$ cat src/hw/rtl/dps_pkg.sv
package dps_pkg;

	// item and register field widths
	localparam int REQ_W      = 3;
	localparam int NOW_W      = 32;
	localparam int MIN_W      = 11;
	localparam int WDAY_W     = 3;
	localparam int MDAY_W     = 5;
	localparam int VOL_W      = 16;
	localparam int PRIME_W    = 16;
	localparam int RATE_W     = 16;
	localparam int DAYS_W     = 7;
	localparam int DPD_W      = 3;
	localparam int NSLOT_W    = 4;   // slot count, up to 15
	localparam int CFG_IDX_W  = 3;
	localparam int CFG_DATA_W = 64;

	localparam int PACKED_SLOTS = 4;  // slots that have register bits

	// stream packing
	localparam int IN_DATA_W  = 88;   // 83 bits of fields, padded
	localparam int OUT_DATA_W = 24;   // 19 bits of fields, padded

	// run length: amount * 10000 / rate
	localparam int LEN_SCALE    = 10000;
	localparam int RATE_DEFAULT = 100;
	localparam int DVD_W        = 30; // 65535 * 10000 fits 30 bits
	localparam int DVS_W        = 16;

	typedef enum logic [REQ_W-1:0] {
		REQ_TICK        = 3'd0,
		REQ_MANUAL      = 3'd1,
		REQ_PRIME_START = 3'd2,
		REQ_PRIME_STOP  = 3'd3,
		REQ_TIMED_PRIME = 3'd4
	} req_t;

	typedef enum logic [CFG_IDX_W-1:0] {
		CFG_RATE      = 3'd0,
		CFG_ENABLE    = 3'd1,
		CFG_DAYS      = 3'd2,
		CFG_DOSES     = 3'd3,
		CFG_MINUTES   = 3'd4,
		CFG_AMOUNTS   = 3'd5,
		CFG_DAILY     = 3'd6,
		CFG_RESERVOIR = 3'd7
	} cfg_idx_t;

	typedef enum logic [2:0] {
		ST_IDLE,
		ST_SCAN,
		ST_SHARE_GO,
		ST_SHARE_WAIT,
		ST_MUL,
		ST_LEN_GO,
		ST_LEN_WAIT,
		ST_DONE
	} state_t;

	typedef struct packed {
		logic             start;
		logic [DVD_W-1:0] dividend;
		logic [DVS_W-1:0] divisor;
	} div_req_t;

	typedef struct packed {
		logic             done;
		logic [DVD_W-1:0] quot;
	} div_rsp_t;

endpackage

$ cat src/hw/rtl/dps_div.sv
module dps_div (
	input  logic              clk,
	input  logic              arst_n,
	input  dps_pkg::div_req_t req,
	output dps_pkg::div_rsp_t rsp
);
	import dps_pkg::*;

	localparam int CNT_W = $clog2(DVD_W);

	logic             busy_q;
	logic             done_q;
	logic [CNT_W-1:0] cnt_q;
	logic [DVS_W-1:0] rem_q;
	logic [DVD_W-1:0] quo_q;
	logic [DVS_W-1:0] dvs_q;

	logic [DVS_W:0] shifted;
	logic [DVS_W:0] diff;

	// restoring step: one quotient bit per cycle
	assign shifted = {rem_q, quo_q[DVD_W-1]};
	assign diff    = shifted - {1'b0, dvs_q};

	always_ff @(posedge clk or negedge arst_n) begin
		if (!arst_n) begin
			busy_q <= 1'b0;
			done_q <= 1'b0;
			cnt_q  <= '0;
		end else begin
			done_q <= 1'b0;
			if (req.start) begin
				busy_q <= 1'b1;
				cnt_q  <= '0;
			end else if (busy_q) begin
				cnt_q <= cnt_q + CNT_W'(1);
				if (cnt_q == CNT_W'(DVD_W - 1)) begin
					busy_q <= 1'b0;
					done_q <= 1'b1;
				end
			end
		end
	end

	always_ff @(posedge clk) begin
		if (req.start) begin
			rem_q <= '0;
			quo_q <= req.dividend;
			dvs_q <= req.divisor;
		end else if (busy_q) begin
			if (!diff[DVS_W]) begin
				rem_q <= diff[DVS_W-1:0];
				quo_q <= {quo_q[DVD_W-2:0], 1'b1};
			end else begin
				rem_q <= shifted[DVS_W-1:0];
				quo_q <= {quo_q[DVD_W-2:0], 1'b0};
			end
		end
	end

	assign rsp.done = done_q;
	assign rsp.quot = quo_q;

endmodule

$ cat src/hw/rtl/dosing_pump_scheduler.sv
// Channel   Dir  Handshake          Payload
// s_*       in   tvalid/tready      tuser: req_type; tdata: now, minute, wday, mday, amount, prime
// m_*       out  tvalid/tready      tdata: pump_on, remaining, run_started, run_finished
// cfg_*     in   cfg_wen strobe     cfg_idx selects register, cfg_data carries value
//
// Sequence: commands other than a manual dose, and ticks that skip the schedule, go
// straight to the result; a scanning tick visits each slot in use (up to MAX_SLOTS).
// A dose start adds a multiply and a 30-step serial divide, plus one more divide for a daily share.
// Reset: asynchronous, active low, for control and config registers; datapath registers have none.
// Stalls: the result waits in an output register while the next beat is taken; the
// sequencer holds in its final state only while that register is still full.
module dosing_pump_scheduler #(
	parameter int MAX_SLOTS = 4
) (
	input  logic                             clk,
	input  logic                             arst_n,
	// slave stream
	input  logic                             s_tvalid,
	output logic                             s_tready,
	// [2:0] req_type
	input  logic [dps_pkg::REQ_W-1:0]        s_tuser,
	// [31:0] now_ms, [42:32] minute_of_day, [45:43] weekday, [50:46] day_of_month,
	// [66:51] amount_deci_ml, [82:67] prime_ms, [87:83] zero
	input  logic [dps_pkg::IN_DATA_W-1:0]    s_tdata,
	// master stream
	output logic                             m_tvalid,
	input  logic                             m_tready,
	// [0] pump_on, [16:1] remaining_deci_ml, [17] run_started, [18] run_finished,
	// [23:19] zero
	output logic [dps_pkg::OUT_DATA_W-1:0]   m_tdata,
	// configuration writes
	input  logic                             cfg_wen,
	input  logic [dps_pkg::CFG_IDX_W-1:0]    cfg_idx,
	input  logic [dps_pkg::CFG_DATA_W-1:0]   cfg_data
);
	import dps_pkg::*;

	localparam int SLOT_W = (MAX_SLOTS > 1) ? $clog2(MAX_SLOTS) : 1;

	// ---------------- input unpack ----------------
	req_t               in_req;
	logic [NOW_W-1:0]   in_now;
	logic [MIN_W-1:0]   in_minute;
	logic [WDAY_W-1:0]  in_wday;
	logic [MDAY_W-1:0]  in_mday;
	logic [VOL_W-1:0]   in_amt;
	logic [PRIME_W-1:0] in_prime;

	assign in_req    = req_t'(s_tuser);
	assign in_now    = s_tdata[31:0];
	assign in_minute = s_tdata[42:32];
	assign in_wday   = s_tdata[45:43];
	assign in_mday   = s_tdata[50:46];
	assign in_amt    = s_tdata[66:51];
	assign in_prime  = s_tdata[82:67];

	// ---------------- configuration ----------------
	logic [RATE_W-1:0]        rate_q;
	logic                     enable_q;
	logic [DAYS_W-1:0]        days_q;
	logic [DPD_W-1:0]         doses_q;
	logic [4*MIN_W-1:0]       minutes_q;
	logic [4*VOL_W-1:0]       amounts_q;
	logic [VOL_W-1:0]         daily_q;

	// ---------------- channel state ----------------
	logic                     running_q;
	logic                     open_q;
	logic [NOW_W-1:0]         end_q;
	logic [VOL_W-1:0]         target_q;
	logic [VOL_W-1:0]         remaining_q;
	logic [MDAY_W-1:0]        last_day_q [MAX_SLOTS];

	// ---------------- per-item working registers ----------------
	state_t                   state_q, state_d;
	logic [NOW_W-1:0]         now_q;
	logic [MIN_W-1:0]         minute_q;
	logic [MDAY_W-1:0]        mday_q;
	logic [VOL_W-1:0]         amt_q;      // amount of the run being set up
	logic [DVD_W-1:0]         prod_q;     // amount * 10000
	logic [NSLOT_W-1:0]       idx_q;      // scan position
	logic                     hit_q;      // some slot matched so far
	logic                     start_q;
	logic                     fin_q;
	logic                     m_tvalid_q;
	logic [OUT_DATA_W-1:0]    m_tdata_q;

	// ---------------- derived ----------------
	logic [MIN_W-1:0]         slot_min [MAX_SLOTS];
	logic [VOL_W-1:0]         slot_amt [MAX_SLOTS];
	logic [NSLOT_W-1:0]       slots_used;
	logic [SLOT_W-1:0]        slot_i;
	logic                     scan_hit;
	logic                     scan_last;
	logic [VOL_W-1:0]         scan_amt;
	logic                     scan_go;
	logic [DAYS_W:0]          days_ext;
	logic [RATE_W-1:0]        rate_eff;
	logic                     s_accept;
	logic                     out_load;
	logic                     tick_end;
	logic [VOL_W-1:0]         rem_after;
	div_req_t                 div_req;
	div_rsp_t                 div_rsp;

	// slots past the packed four have no register bits: minute 0, amount 0
	for (genvar d = 0; d < MAX_SLOTS; d++) begin : g_slot
		if (d < PACKED_SLOTS) begin : g_packed
			assign slot_min[d] = minutes_q[MIN_W*d +: MIN_W];
			assign slot_amt[d] = amounts_q[VOL_W*d +: VOL_W];
		end else begin : g_empty
			assign slot_min[d] = '0;
			assign slot_amt[d] = '0;
		end
	end

	// doses_per_day above MAX_SLOTS clamps, for the scan and the share
	assign slots_used = (NSLOT_W'(doses_q) > NSLOT_W'(MAX_SLOTS)) ?
		NSLOT_W'(MAX_SLOTS) : NSLOT_W'(doses_q);

	assign slot_i    = idx_q[SLOT_W-1:0];
	assign scan_hit  = (minute_q == slot_min[slot_i]) && (last_day_q[slot_i] != mday_q);
	assign scan_last = (idx_q + NSLOT_W'(1)) == slots_used;
	assign scan_amt  = scan_hit ? slot_amt[slot_i] : amt_q;

	// weekday 7 lands on the padding bit and never matches
	assign days_ext  = {1'b0, days_q};
	assign scan_go   = enable_q && days_ext[in_wday] && (slots_used != '0);

	assign rate_eff  = (rate_q == '0) ? RATE_W'(RATE_DEFAULT) : rate_q;

	assign s_accept  = s_tvalid && s_tready;
	assign tick_end  = running_q && !open_q && (in_now >= end_q);
	assign rem_after = (remaining_q > target_q) ? (remaining_q - target_q) : '0;

	// ---------------- sequencer: next state ----------------
	always_comb begin
		state_d = state_q;
		unique case (state_q)
			ST_IDLE: begin
				if (s_tvalid) begin
					if (in_req == REQ_TICK) begin
						state_d = scan_go ? ST_SCAN : ST_DONE;
					end else if (in_req == REQ_MANUAL) begin
						state_d = ST_MUL;
					end else begin
						state_d = ST_DONE;
					end
				end
			end
			ST_SCAN: begin
				if (scan_last) begin
					if (!(hit_q || scan_hit)) begin
						state_d = ST_DONE;
					end else if (scan_amt == '0) begin
						state_d = ST_SHARE_GO;
					end else begin
						state_d = ST_MUL;
					end
				end
			end
			ST_SHARE_GO: begin
				state_d = ST_SHARE_WAIT;
			end
			ST_SHARE_WAIT: begin
				if (div_rsp.done) begin
					state_d = ST_MUL;
				end
			end
			ST_MUL: begin
				state_d = ST_LEN_GO;
			end
			ST_LEN_GO: begin
				state_d = ST_LEN_WAIT;
			end
			ST_LEN_WAIT: begin
				if (div_rsp.done) begin
					state_d = ST_DONE;
				end
			end
			ST_DONE: begin
				if (!m_tvalid_q || m_tready) begin
					state_d = ST_IDLE;
				end
			end
			default: begin
				state_d = ST_IDLE;
			end
		endcase
	end

	// ---------------- sequencer: outputs ----------------
	always_comb begin
		s_tready         = 1'b0;
		out_load         = 1'b0;
		div_req.start    = 1'b0;
		div_req.dividend = prod_q;
		div_req.divisor  = rate_eff;
		unique case (state_q)
			ST_IDLE: begin
				s_tready = 1'b1;
			end
			ST_SHARE_GO: begin
				// daily share = daily total / slots in use
				div_req.start    = 1'b1;
				div_req.dividend = DVD_W'(daily_q);
				div_req.divisor  = DVS_W'(slots_used);
			end
			ST_LEN_GO: begin
				div_req.start = 1'b1;
			end
			ST_DONE: begin
				out_load = !m_tvalid_q || m_tready;
			end
			default: begin
			end
		endcase
	end

	// shared serial divider: daily share and run length
	dps_div u_div (
		.clk    (clk),
		.arst_n (arst_n),
		.req    (div_req),
		.rsp    (div_rsp)
	);

	// ---------------- control and channel state ----------------
	always_ff @(posedge clk or negedge arst_n) begin
		if (!arst_n) begin
			state_q     <= ST_IDLE;
			rate_q      <= RATE_W'(RATE_DEFAULT);
			enable_q    <= 1'b0;
			days_q      <= '0;
			doses_q     <= '0;
			minutes_q   <= '0;
			amounts_q   <= '0;
			daily_q     <= '0;
			running_q   <= 1'b0;
			open_q      <= 1'b0;
			end_q       <= '0;
			target_q    <= '0;
			remaining_q <= '0;
			for (int i = 0; i < MAX_SLOTS; i++) begin
				last_day_q[i] <= '0;
			end
			idx_q       <= '0;
			hit_q       <= 1'b0;
			start_q     <= 1'b0;
			fin_q       <= 1'b0;
			m_tvalid_q  <= 1'b0;
		end else begin
			state_q <= state_d;

			if (cfg_wen) begin
				unique case (cfg_idx_t'(cfg_idx))
					CFG_RATE:      rate_q      <= cfg_data[RATE_W-1:0];
					CFG_ENABLE:    enable_q    <= cfg_data[0];
					CFG_DAYS:      days_q      <= cfg_data[DAYS_W-1:0];
					CFG_DOSES:     doses_q     <= cfg_data[DPD_W-1:0];
					CFG_MINUTES:   minutes_q   <= cfg_data[4*MIN_W-1:0];
					CFG_AMOUNTS:   amounts_q   <= cfg_data[4*VOL_W-1:0];
					CFG_DAILY:     daily_q     <= cfg_data[VOL_W-1:0];
					CFG_RESERVOIR: remaining_q <= cfg_data[VOL_W-1:0];
				endcase
			end

			if (s_accept) begin
				idx_q   <= '0;
				hit_q   <= 1'b0;
				start_q <= 1'b0;
				fin_q   <= 1'b0;
				unique case (in_req)
					REQ_TICK: begin
						// timed run ends before the schedule is looked at
						if (tick_end) begin
							running_q   <= 1'b0;
							target_q    <= '0;
							remaining_q <= rem_after;
							fin_q       <= 1'b1;
						end
					end
					REQ_MANUAL: begin
						// run set up by the divider path
					end
					REQ_PRIME_START: begin
						running_q <= 1'b1;
						open_q    <= 1'b1;
						end_q     <= '0;
						target_q  <= '0;
						start_q   <= 1'b1;
					end
					REQ_PRIME_STOP: begin
						running_q <= 1'b0;
						open_q    <= 1'b0;
						end_q     <= '0;
						target_q  <= '0;
					end
					REQ_TIMED_PRIME: begin
						running_q <= 1'b1;
						open_q    <= 1'b0;
						end_q     <= in_now + NOW_W'(in_prime);
						target_q  <= '0;
						start_q   <= 1'b1;
					end
					default: begin
						// unknown request: report state only
					end
				endcase
			end

			// every matching slot is marked done today; the last one sets the run
			if (state_q == ST_SCAN) begin
				idx_q <= idx_q + NSLOT_W'(1);
				if (scan_hit) begin
					last_day_q[slot_i] <= mday_q;
					hit_q              <= 1'b1;
				end
			end

			// new run replaces any current one without charging it
			if ((state_q == ST_LEN_WAIT) && div_rsp.done) begin
				running_q <= 1'b1;
				open_q    <= 1'b0;
				end_q     <= now_q + NOW_W'(div_rsp.quot);
				target_q  <= amt_q;
				start_q   <= 1'b1;
			end

			if (out_load) begin
				m_tvalid_q <= 1'b1;
			end else if (m_tready) begin
				m_tvalid_q <= 1'b0;
			end
		end
	end

	// ---------------- datapath registers ----------------
	always_ff @(posedge clk) begin
		if (s_accept) begin
			now_q    <= in_now;
			minute_q <= in_minute;
			mday_q   <= in_mday;
			amt_q    <= in_amt;
		end
		if ((state_q == ST_SCAN) && scan_hit) begin
			amt_q <= slot_amt[slot_i];
		end
		if ((state_q == ST_SHARE_WAIT) && div_rsp.done) begin
			amt_q <= div_rsp.quot[VOL_W-1:0];
		end
		if (state_q == ST_MUL) begin
			prod_q <= DVD_W'(amt_q) * DVD_W'(LEN_SCALE);
		end
		if (out_load) begin
			m_tdata_q <= {5'b0, fin_q, start_q, remaining_q, running_q};
		end
	end

	assign m_tvalid = m_tvalid_q;
	assign m_tdata  = m_tdata_q;

endmodule

$ cat config.mk
export PLATFORM = sky130hd
export DESIGN_NAME = dosing_pump_scheduler
export DESIGN_NICKNAME = d
export VERILOG_FILES = /design/src/hw/rtl/dps_pkg.sv /design/src/hw/rtl/dps_div.sv /design/src/hw/rtl/dosing_pump_scheduler.sv
export SDC_FILE = /design/constraint.sdc
export NUM_CORES = 1
export LEC_CHECK = 0
export BUFFER_PORTS_ARGS = -buffer_cell sky130_fd_sc_hd__buf_2
export CORE_MARGIN = 1.5
export CORE_UTILIZATION = 55
export CTS_CLUSTER_DIAMETER = 60
export CTS_CLUSTER_SIZE = 14
export DETAILED_ROUTE_END_ITERATION = 6
export PLACE_DENSITY = 0.74
export SYNTH_ARGS = -nofsm -noshare
export SYNTH_HDL_FRONTEND = slang
export SYNTH_SLANG_ARGS = --single-unit
$ cat constraint.sdc
create_clock -name clk -period 12.25 [get_ports clk]
set_clock_uncertainty 0.15 [all_clocks]
set_input_delay 2.45 -clock clk [delete_from_list [all_inputs] [get_ports clk]]
set_output_delay 2.45 -clock clk [all_outputs]
set_load 0.01 [all_outputs]
After elaboration in Yosys (flattened, before gate mapping). Index checks and enable logic that the tools add are counted. Widths: inputs -> output; s select.

Register bits after elaboration: 426. Input bits: 163. Output and inout port bits: 26. Logic and storage cells: 205.

Add/subtract/negate cells: 6. Multipliers: 1. Magnitude comparators: 6. Eq/ne operators: 28. Muxes and demuxes: 79. Bitwise logic cells: 1. Reductions and logical operators: 48.

Operator list (number): $mux 16 (17); $mux 32 (2); $pmux 32 s2 (1); $mux 30 (2); $mux 46 (1); $add 32x16->32 (1); $add 32x30->32 (1); $bmux 16 s2 (1); $ge 32x32->1 (1); $logic_not 16->1 (2); $pmux 16 s2 (1); $mux 3 (10); $eq 3x3->1 const B (9); $mul 16x10->26 const B (1); $mux 1 (26); $mux 5 (5); $pmux 3 s8 (1); $bmux 11 s2 (1); $mux 11 (2); $bwmux 20 (1); $reduce_and 2->1 (10); $eq 3x2->1 const B (6); $sub 17x16->17 (1); $gt 16x16->1 (1); other kinds (34) (65).

Longest topological paths before layout. Gate-level depths: netlist of run 1.

Depth in word-level cells: 12. Depth in mapped cells: 21. Depth with buffers taken out: 21.

Modules after synthesis. Synthesis of run 1 repeated with hierarchy kept, for this count alone.

Cells, all modules: 2272. Area, all modules: 25559.5 µm².

By module, submodules not included: dosing_pump_scheduler (instances 1, cells each 1955, area an instance 21898.5 µm², sequential area each 9482.8 µm²); dps_div (instances 1, cells each 317, area an instance 3661.0 µm², sequential area each 1876.8 µm²).

Least setup slack after synthesis of run 1. Ideal clock, no wire load.

Path kind: flip-flop to flip-flop. Start: reg amt_q[4]. End: reg prod_q[29], data pin. Setup time: 0.262 ns. Arrival time: 4.588 ns. Data required time: 11.838 ns. Setup slack: 7.250 ns. Stages on the path, launching flop included: 22. Path buffers: 0. Clock period less this slack: 5.000 ns. Path through: edfxtp_1 inv_1 fa_1 inv_1 ha_1 inv_1 fa_1 inv_1 ha_1 inv_1 fa_1 inv_1 ha_1 o21a_1 nor4_1 a2111oi_0 o31a_1 o21ai_1 nand2_1 a211o_1 o31ai_1 xnor2_1.

Cells in the longest elaborated chain, start to end: 1.

Ends and longest elaborated chain: from (decl) (line dosing_pump_scheduler.sv:79) `logic [VOL_W-1:0] amt_q;`; from (signal assigned) (line dosing_pump_scheduler.sv:344) `amt_q <= in_amt;`; from (signal assigned) (line dosing_pump_scheduler.sv:347) `amt_q <= slot_amt[slot_i];`; from (signal assigned) (line dosing_pump_scheduler.sv:350) `amt_q <= div_rsp.quot[VOL_W-1:0];`; $mul 16x10->26 (line dosing_pump_scheduler.sv:353) `prod_q <= DVD_W'(amt_q) * DVD_W'(LEN_SCALE);`; to (signal assigned) (line dosing_pump_scheduler.sv:353); to (decl) (line dosing_pump_scheduler.sv:80) `logic [DVD_W-1:0] prod_q;`.

No other way between the ends. A chain may end at the register's enable or synchronous reset.

Final worst setup path of run 1.
Start: in s_tdata[0] (netlist bit). End: reg remaining_q[12].

Cells in the longest elaborated chain, start to end: 5.

Ends and longest elaborated chain: from (decl) (line dosing_pump_scheduler.sv:24) `input logic [dps_pkg::IN_DATA_W-1:0] s_tdata,`; $ge 32x32->1 (line dosing_pump_scheduler.sv:133) `assign tick_end = running_q && !open_q && (in_now >= end_q);`; $logic_and 1x1->1 (line dosing_pump_scheduler.sv:133); $mux 16 (line dosing_pump_scheduler.sv:276) `if (tick_end) begin`; $mux 16 (line dosing_pump_scheduler.sv:273) `unique case (in_req)`; $mux 16 (line dosing_pump_scheduler.sv:268) `if (s_accept) begin`; to (signal assigned) (line dosing_pump_scheduler.sv:264) `CFG_RESERVOIR: remaining_q <= cfg_data[VOL_W-1:0];`; to (signal assigned) (line dosing_pump_scheduler.sv:279) `remaining_q <= rem_after;`; to (decl) (line dosing_pump_scheduler.sv:71) `logic [VOL_W-1:0] remaining_q;`.

No other way between the ends.

==> results of run 1 <==
==> cell usage after synthesis, drive strengths merged (5+ instances only) <==
cell	instances	area (um2)
a21oi	120	601
dfxtp	16	320
or3	9	56.3
nor3	22	115
or2	7	43.8
a22oi	6	45.0
nand2b	16	100
nand2	87	357
nor2	93	349
o21ai	93	465
edfxtp	155	4650
mux2	170	1990
mux4	33	743
fa	39	781
o21a	19	143
a211oi	10	87.6
nand4	20	125
buf	20	135
nand3	36	180
nor4	14	87.6
mux2i	61	611
ha	186	2330
o221ai	10	93.8
inv	195	737
and3	16	100
xor2	45	394
o211ai	20	169
clkbuf	52	195
and2	17	106
and4	5	46.3
nor2b	17	106
nor3b	6	50.1
xnor2	76	666
o21bai	8	60.1
a22o	33	289
o31ai	7	62.6
o22ai	19	119
a21o	40	300
a221oi	14	123
a31oi	8	56.3
dfrtp	252	6310
==> cell usage in the layout, fill, tap and decap left out, types with 14 or more instances in the layout <==
master	instances
dfrtp_1	251
inv_1	192
ha_1	186
buf_2	177
edfxtp_1	155
mux2_2	150
a21oi_1	119
nor2_1	90
nand2_1	83
xnor2_1	76
o21ai_0	75
mux2i_1	61
xor2_1	45
clkbuf_16	42
a21o_1	40
fa_1	39
nand3_1	36
a22o_1	33
mux4_2	33
nor3_1	20
nand4_1	20
mux2_4	20
buf_4	20
o21a_1	19
o22ai_1	19
o21ai_1	18
o211ai_1	18
and2_1	17
nor2b_1	16
nand2b_1	16
and3_1	16
dfxtp_1	16
clkbuf_1	15
nor4_1	14
a221oi_1	14
==> critical path: cells and delay by family <==
kind	cells	cell delay [ns]
simple gates	3	1.66
compound gates	6	1.40
fa+ha+maj	1	0.26
buf+inv	2	0.15
==> worst paths after layout <==
kind | depth (start not counted) | slack [ns] | endpoint
max in group asynchronous | 2 | 8.64 | target_q[12]
max | 12 | 6.63 | remaining_q[12]
min | 0 | 0.31 | m_tdata[18]
max reg2reg | 21 | 6.67 | prod_q[29]
min reg2reg | 0 | 0.31 | m_tdata[18]
min in group asynchronous | 1 | 1.78 | minutes_q[42]
==> cell type report <==
class	count	area (um2)	area share, %
clock buffer	59	1130	4.09
multi-input combinational	1441	12500	45.1
sequential	426	11400	41.0
inverter	196	741	2.67
tap	592	741	2.67
timing repair buffer	198	1050	3.79
clock inverter	14	185	0.668
antenna	3	7.51	0.0271
==> cells by family after synthesis <==
logic type	synth area share, %
muxes	13.4
and+or+nand+nor	7.74
buffers and inverters	4.30
AOI/OAI and AO/OA	12.2
adders and majority gates	12.5
xor gates and xnor gates	4.26
DFF	45.6
other	0.0151
==> power breakdown <==
part / internal, uW / leakage, uW / switching [uW]
Clock: 699 / 0.000633 / 575
Combinational: 1240 / 0.00722 / 1480
Sequential: 1960 / 0.00474 / 263
==> metal layers <==
| metal | vias up | routed length, um |
|---|---|---|
| li1 | 8117 | - |
| met1 | 8552 | 26100 |
| met4 | 14 | 1990 |
| met2 | 613 | 28400 |
| met3 | 136 | 5170 |
| met5 | - | 95 |
==> per-stage QoR <==
step | utilization [%] | instance area, um2 | cells
final | 62.4 | 27700 | 2929
after global routing | 62.4 | 27700 | 2927
after floorplan | - | 24900 | 2135
after global placement | 59.5 | 26400 | 2853
after CTS | 62.4 | 27700 | 2926
after detailed placement | 59.5 | 26400 | 2853
==> sequential cells by signal, indices dropped and copies added (netlist names), 19 cells and up <==
signal       flops
minutes_q       44
prod_q          26
end_q           32
now_q           32
m_tdata         19
u_div.quo_q     30
amounts_q       64
last_day_q      20
==> flow_metrics.py, run 1 <==
metrics = {
    "clock_tree": {
        "cts_hold_buf": 0,
        "cts.repair.resized": 0,
        "cts_buffers": 41,
        "clkTransAtPathRegs_ns": 0.07,
        "ctsHtreeMaxLevel": 2,
        "clk_latency_ns": 0.59,
        "clock_path_buffers": 3,
        "root_buffer": "clkbuf_16",
        "post-cts-setup-buffers": 0,
        "clock_sinks": 426,
        "tritoncts": "built",
    },
    "global_route": {
        "overflow": 0,
        "use_met2_pct": 42.6,
        "grt_use_total_pct": 26.7,
        "antenna_found_initial": 14,
        "grt_pass1_wl_um": 96600,
        "grt_start_max_net_pins": 121,
        "grt_pass1_vias": 17600,
        "met1_usage_pct": 36.1,
        "grt-busiest-layer": "met2",
        "met3_usage_pct": 5.75,
    },
    "worst_setup_path": {
        "crit_type": "input pin to flop",
        "cp-end-kind": "flop",
        "crit_start": "s_tdata[0]",
        "crit_path_start_kind": "input pin",
        "reg2reg_from": "amt_q[6]",
        "crit_required_ns": 12.57,
        "crit_chain": "buf_2, inv_1, ha_1, nand2b_1, a21o_1, a211oi_1, o211ai_1, a211oi_1, o211ai_1, and3_1, nand3_1, o32ai_1",
        "cp_slowest_cell": "and3_1",
        "max_stage_delay_ns": 0.82,
        "arrival_ns": 5.94,
        "path_max_fanout": 18,
    },
    "timing": {
        "setup_tns_ns": 0,
        "rsz0062_at_grt": "false",
        "fmax_ghz": 0.178,
        "worst_pin_slew_ns": 1.20,
        "fin_ws_ns": 6.63,
        "hold_viol_final": 0,
        "slew-limit-headroom_pct": 19.3,
        "fin_crit_sh_pct": 45.9,
        "finalSetupViolations": 0,
        "min_period_ns": 5.62,
        "final-max-slew-violation-count": 0,
        "hold_slack_ns": 0.310,
    },
    "die": {
        "die-area_um2": 46600,
        "fp-row-count": 77,
        "die_w_um": 216,
        "die_y_um": 216,
        "start_util_pct": 56.1,
        "pin_count": 189,
        "core_area_um2": 44400,
    },
    "placement": {
        "routabilityCongestion": 0.922,
        "dp_slack_ns": 6.15,
        "hpwl_um": 44800,
        "portBuffers": 178,
    },
    "finish": {
        "area_growth_syn_to_layout_pct": 11.4,
        "drive_above_1_share_pct": 21.4,
        "nFillCells": 3418,
        "nets": 2692,
    },
    "drt": {
        "dr.pass1.iters": 5,
        "drc": 0,
        "vias": 17400,
        "wl_per_cell_um": 21.1,
        "vias_per_cell": 5.95,
        "ant_nets": 0,
        "wl_um": 61800,
        "drtIter0Drc": 1329,
    },
    "logic_synthesis": {
        "synth-async-reset-ratio_pct": 59.9,
        "synthCells": 2131,
        "synth_ff_type": "dfrtp_1",
        "ys_seq_area_share_pct": 45.6,
        "synth.avg_cell_area_um2": 11.7,
        "netlist_area_um2": 24900,
        "synth-seq-cells": 426,
        "ys_warn_count": 0,
        "synth_edf_count": 155,
        "ys_types": 91,
    },
    "worst_hold_path": {
        "hold_class": "flop to flop",
        "hp-start": "fin_q",
    },
    "status": {
        "status": "complete, no violations",
    },
    "power": {
        "irDropWorstVdd_mv": 0.130,
        "p_total_uw": 6220,
        "p_leak_uw": 0.0126,
        "p_per_area_nw_per_um2": 224,
    },
    "flow_run": {
        "maxCapViolations": 0,
    },
}
No activity file was read; power rests on OpenSTA's default activity.
==> run 2: changes to the inputs <==
Settings changed: ABC_AREA set to 1, PLACE_DENSITY 0.74 to 0.77.
Clock period 12.25 ns to 4.5 ns, I/O delays scaled along.
==> flow_metrics.py, run 2 <==
metrics = {
    "logic_synthesis": {
        "synth.top_cell.area_share_pct": 24.3,
        "synth_fa_ha_area_share_pct": 12.0,
        "synth_top_family_by_area": "simple AND/OR/NAND/NOR gates",
        "synth_mux_area_share_pct": 0.869,
        "synthTopCellsByArea": "dfrtp_1, edfxtp_1, nand2_1, ha_1, o21ai_0",
        "synth_edf_count": 155,
        "synth_ff_type": "dfrtp_1",
        "synth_area_leader_cell": "dfrtp_1",
        "synthSimpleGateAreaFrac_pct": 20.5,
        "synth_most_common_cell": "nand2_1",
        "ys_seq_area_share_pct": 43.9,
        "synthCells": 3119,
        "netlist_area_um2": 25900,
        "synth_compound_area_share_pct": 13.5,
        "ys_types": 56,
        "synth-seq-cells": 426,
        "synth_xor_area_share_pct": 2.06,
        "ys_warn_count": 0,
        "synth_common_cells": "nand2_1, inv_1, o21ai_0",
        "synth.avg_cell_area_um2": 8.31,
        "synth-async-reset-ratio_pct": 59.9,
    },
    "drt": {
        "vias": 22600,
        "dr.pass1.iters": 5,
        "drc": 0,
        "wl_um": 75100,
        "drtIter0Drc": 1961,
        "wl_per_cell_um": 18.9,
        "wl_met2_um": 35200,
        "drt-met1-wl_um": 31900,
        "ant_nets": 0,
        "vias_per_cell": 5.69,
        "wl_met3_um": 4410,
        "top_layer": "met5",
    },
    "timing": {
        "rsz0062_at_grt": "true",
        "finalSetupViolations": 2,
        "hold_viol_final": 0,
        "min_period_ns": 4.53,
        "worst_pin_slew_ns": 1.28,
        "fin_crit_sh_pct": 101,
        "slew-limit-headroom_pct": 14.3,
        "fin_ws_ns": -0.0290,
        "setup_tns_ns": -0.0313,
        "fmax_ghz": 0.221,
        "final-max-slew-violation-count": 0,
    },
    "worst_setup_path": {
        "reg2reg_to": "prod_q[27]",
        "r2r_cells": 19,
        "max_stage_delay_ns": 0.53,
        "arrival_ns": 4.72,
        "reg2reg_from": "amt_q[6]",
        "regToRegSetupSlack_ns": -0.03,
        "cp_slowest_cell": "fa_1",
        "crit_path_start_kind": "flop",
        "cp-end-kind": "flop",
        "crit_chain": "inv_2, fa_1, inv_1, ha_1, fa_1, ha_1, inv_1, fa_1, inv_1, ha_4, nand2_2, o21ai_2, nand2_1, o211ai_1, a31oi_2, o21bai_1, nand3_1, nand3_1, nand2_1",
        "crit_required_ns": 4.69,
        "crit_type": "flop to flop",
        "path_max_fanout": 4,
        "crit_start": "amt_q[6]",
    },
    "worst_hold_path": {
        "hold_class": "input pin to async pin",
    },
    "die": {
        "die_y_um": 220,
        "pin_count": 189,
        "core_area_um2": 46600,
        "start_util_pct": 55.6,
        "die-area_um2": 48400,
        "fp-row-count": 79,
        "die_w_um": 220,
    },
    "finish": {
        "nFillCells": 3954,
        "fin_area_um2": 29400,
        "nets": 3717,
        "drive_above_1_share_pct": 12.5,
        "mostFrequentLayoutCell": "nand2_1",
        "reg_top3": "amounts_q: 64 flops, minutes_q: 44 flops",
        "most-common-layout-cells": "nand2_1, inv_1, o21ai_0",
        "top_register": "amounts_q",
        "area_growth_syn_to_layout_pct": 13.7,
        "largest_reg_flops": 64,
    },
    "power": {
        "p_leak_uw": 0.0143,
        "p_total_uw": 9390,
        "p_per_area_nw_per_um2": 319,
        "irDropWorstVdd_mv": 0.360,
    },
    "placement": {
        "post_dp_cell_area_um2": 27700,
        "hpwl_um": 57100,
        "dp_slack_ns": -0.214,
        "portBuffers": 178,
        "routabilityCongestion": 0.937,
    },
    "global_route": {
        "grt_pass1_wl_um": 117000,
        "grt_use_total_pct": 31.3,
        "grt_start_max_net_pins": 109,
        "overflow": 0,
        "grt_pass1_vias": 21400,
        "antenna_found_initial": 3,
    },
    "clock_tree": {
        "clk_latency_ns": 0.61,
        "root_buffer": "clkbuf_16",
        "clock_sinks": 426,
        "tritoncts": "built",
        "clock_path_buffers": 3,
        "clkTransAtPathRegs_ns": 0.07,
        "cts_buffers": 42,
        "cts_hold_buf": 0,
        "ctsHtreeMaxLevel": 2,
    },
    "status": {
        "violations": "setup timing",
        "status": "finished, violations left",
    },
    "flow_run": {
        "maxCapViolations": 0,
    },
}
==> run 2: cell types whose count changed after synthesis, moves of 87 or more <==
| cell | delta |
|---|---|
| o21ai_0 | +215 |
| nand2_1 | +710 |
| nand3_1 | +153 |
| inv_1 | +181 |
| nor2_1 | +99 |
| mux2_2 | -130 |
| a21oi_1 | +87 |
==> run 2: where the power goes <==
part           internal, uW  switching, uW
sequential             4350            200
combinational           436            711
clock                  2050           1640
total                  6830           2550
==> run 2: metal layers <==
layer	track usage, %	vias up
met2	51.3	803
met1	40.9	10700
met5	0	-
met3	4.61	179
li1	-	10900
met4	14.2	2
==> run 2: how the worst max path moves through the flow <==
stage / endpoint / cells after the start
after floorplan: prod_q[27] / 21
after global placement: prod_q[27] / 22
after detailed placement: prod_q[27] / 19
after CTS: prod_q[27] / 19
after global routing: prod_q[27] / 20
final: prod_q[27] / 19
==> run 2: cells by family (layout without fill, tap and decap cells) <==
logic type      count (synthesis)  count (layout)
other cells                     1               8
mux                            20              20
flops                         426             426
fa+ha+maj                     225             225
buf+inv                       475             711
simple gates                 1276            1276
xor+xnor                       61              61
compound gates                635             635
==> run 2: through the flow <==
step	std cells	hold WS (ns)	util, %
after floorplan	3123	0.275	-
after global placement	3880	0.284	59.4
after detailed placement	3880	0.290	59.4
after CTS	3955	0.207	62.7
after global routing	3966	0.232	63.2
final	3969	0.159	63.2
==> run 2: cell type report <==
class	count	area (um2)	area share [%]
multi-input cells	2222	12900	44.0
flip-flops and latches	426	11400	38.6
repair buffers	258	1520	5.17
inverters	379	1420	4.83
clock buffers	57	1140	3.87
well taps	607	759	2.58
clock inverters	17	285	0.969
diodes	3	7.51	0.0255
==> run 2: worst max-delay path: cells and delay by family (launching register included) <==
family / cells / cell delay [ns]
adders and majority gates: 6 / 2.39
AOI/OAI and AO/OA: 4 / 0.69
and+or+nand+nor: 5 / 0.43
DFF: 1 / 0.36
buffers and inverters: 4 / 0.25
==> run 2: timing repair <==
action                     CTS  global route
buffers inserted             2            11
gates resized for setup     24            35
setup endpoints to repair    9            11
pin swaps                   10            28
==> run 3: changes to the inputs <==
Settings changed: CELL_PAD_IN_SITES_DETAIL_PLACEMENT set to 0, CELL_PAD_IN_SITES_GLOBAL_PLACEMENT set to 1, CORE_UTILIZATION 55 to 42, PLACE_DENSITY 0.77 to not set, PLACE_DENSITY_LB_ADDON set to 0.1.
==> flow_metrics.py, run 3 (synthesized netlist as in run 2, its figures left out) <==
metrics = {
    "worst_setup_path": {
        "crit_type": "flop to flop",
        "path_max_fanout": 3,
        "cp-end-kind": "flop",
        "crit_path_start_kind": "flop",
        "crit_required_ns": 4.68,
        "arrival_ns": 4.68,
    },
    "placement": {
        "routabilityCongestion": 0.922,
        "dp_slack_ns": -0.170,
        "portBuffers": 178,
        "hpwl_um": 61200,
    },
    "timing": {
        "fin_ws_ns": 0.000462,
        "worst_pin_slew_ns": 1.28,
        "setup_tns_ns": 0,
        "hold_slack_ns": 0.189,
        "finalSetupViolations": 0,
        "hold_viol_final": 0,
        "final-max-slew-violation-count": 0,
        "min_period_ns": 4.50,
        "rsz0062_at_grt": "true",
        "fmax_ghz": 0.222,
        "slew-limit-headroom_pct": 14.3,
        "fin_crit_sh_pct": 100,
    },
    "die": {
        "pin_count": 189,
        "die_w_um": 251,
        "die_y_um": 251,
        "die-area_um2": 63200,
        "start_util_pct": 42.7,
        "fp-row-count": 90,
        "core_area_um2": 60700,
    },
    "finish": {
        "top_register": "amounts_q",
        "area_growth_syn_to_layout_pct": 14.9,
        "reg_top3": "amounts_q: 64 flops, minutes_q: 44 flops",
        "largest_reg_flops": 64,
        "mostFrequentLayoutCell": "nand2_1",
        "most-common-layout-cells": "nand2_1, inv_1, o21ai_0",
        "drive_above_1_share_pct": 12.5,
        "nets": 3720,
    },
    "drt": {
        "wl_per_cell_um": 19.3,
        "drtIter0Drc": 1462,
        "drc": 0,
        "vias": 21800,
        "dr.pass1.iters": 5,
        "wl_um": 80400,
        "vias_per_cell": 5.25,
        "ant_nets": 0,
    },
    "clock_tree": {
        "root_buffer": "clkbuf_16",
        "clock_sinks": 426,
        "ctsHtreeMaxLevel": 2,
        "clkTransAtPathRegs_ns": 0.06,
        "cts_buffers": 48,
        "clk_latency_ns": 0.62,
        "clock_path_buffers": 3,
        "tritoncts": "built",
        "cts_hold_buf": 0,
    },
    "status": {
        "status": "complete, no violations",
    },
    "global_route": {
        "grt_pass1_vias": 21600,
        "grt_pass1_wl_um": 124000,
        "grt_start_max_net_pins": 109,
        "antenna_found_initial": 2,
        "grt_use_total_pct": 25.5,
        "overflow": 0,
    },
    "flow_run": {
        "maxCapViolations": 0,
    },
    "power": {
        "p_leak_uw": 0.0144,
        "p_per_area_nw_per_um2": 323,
        "irDropWorstVdd_mv": 0.290,
        "p_total_uw": 9610,
    },
    "worst_hold_path": {
        "hold_class": "input pin to async pin",
    },
}
run 3: cell count changes in the layout (fill, tap and decap cells not counted), sizes merged:
cell and delta:
buf -3, diode -2, inv +10, bufinv -4, clkinv +6, clkinvlp -1
clkbuf +5
run 3: power by group:
group | total, uW | internal, uW | switching [uW]
logic | 1140 | 438 | 702
registers | 4540 | 4350 | 197
clock network | 3930 | 2130 | 1800
total | 9610 | 6920 | 2700
run 3: final cells by class:
type | count | area (um2)
fill | 5946 | 30900
multi-input combinational | 2222 | 12900
sequential | 426 | 11400
timing repair buffer | 255 | 1560
inverter | 379 | 1420
clock buffer | 62 | 1320
tap | 782 | 978
clock inverter | 28 | 243
antenna | 1 | 2.50
run 3: per-layer routing:
layer | track usage, % | wire (um) | vias to the layer above
li1 | - | - | 10900
met1 | 34.2 | 36000 | 10400
met2 | 43.1 | 38200 | 474
met3 | 3.20 | 3850 | 107
met4 | 7.81 | 2310 | 2
met5 | 0 | 11 | -
run 3: worst max-delay path, cell delays in order, from the launching register on:
cell and delay (ns):
edfxtp_1 0.37, inv_2 0.07, buf_12 0.13, fa_1 0.53, inv_1 0.04, ha_1 0.29
fa_1 0.44, ha_1 0.29, inv_1 0.05, fa_1 0.50, inv_1 0.04, ha_1 0.33
nand2_1 0.10, nor2_1 0.06, nand2_1 0.06, o211ai_1 0.13, a31oi_2 0.28, o21bai_2 0.11
buf_4 0.15, xor2_1 0.14
run 3: per-stage QoR:
| stage | instance area, um2 | instances | util, % |
|---|---|---|---|
| after floorplan | 25900 | 3123 | - |
| after global placement | 27900 | 4055 | 46.0 |
| after detailed placement | 27900 | 4055 | 46.0 |
| after CTS | 29600 | 4152 | 48.8 |
| after global routing | 29800 | 4154 | 49.0 |
| final | 29800 | 4155 | 49.0 |
run 3: path summary, 6_finish.rpt:
check | start | endpoint | slack [ns] | depth (start not counted)
worst max register to register | amt_q[8] | prod_q[25] | 0.0005 | 19
worst min-delay path | arst_n | end_q[28] | 0.19 | 1
worst min register to register | start_q | m_tdata[17] | 0.30 | 0
worst max-delay path | amt_q[8] | prod_q[25] | 0.0005 | 19
min in group clk | start_q | m_tdata[17] | 0.30 | 0
max in group asynchronous | arst_n | amounts_q[21] | 3.08 | 2
run 3: repair_timing:
item	4_1_cts	5_1_grt
setup buffers	7	2
endpoints found under the setup margin	9	12
resized for setup	15	36
pin swaps	9	14
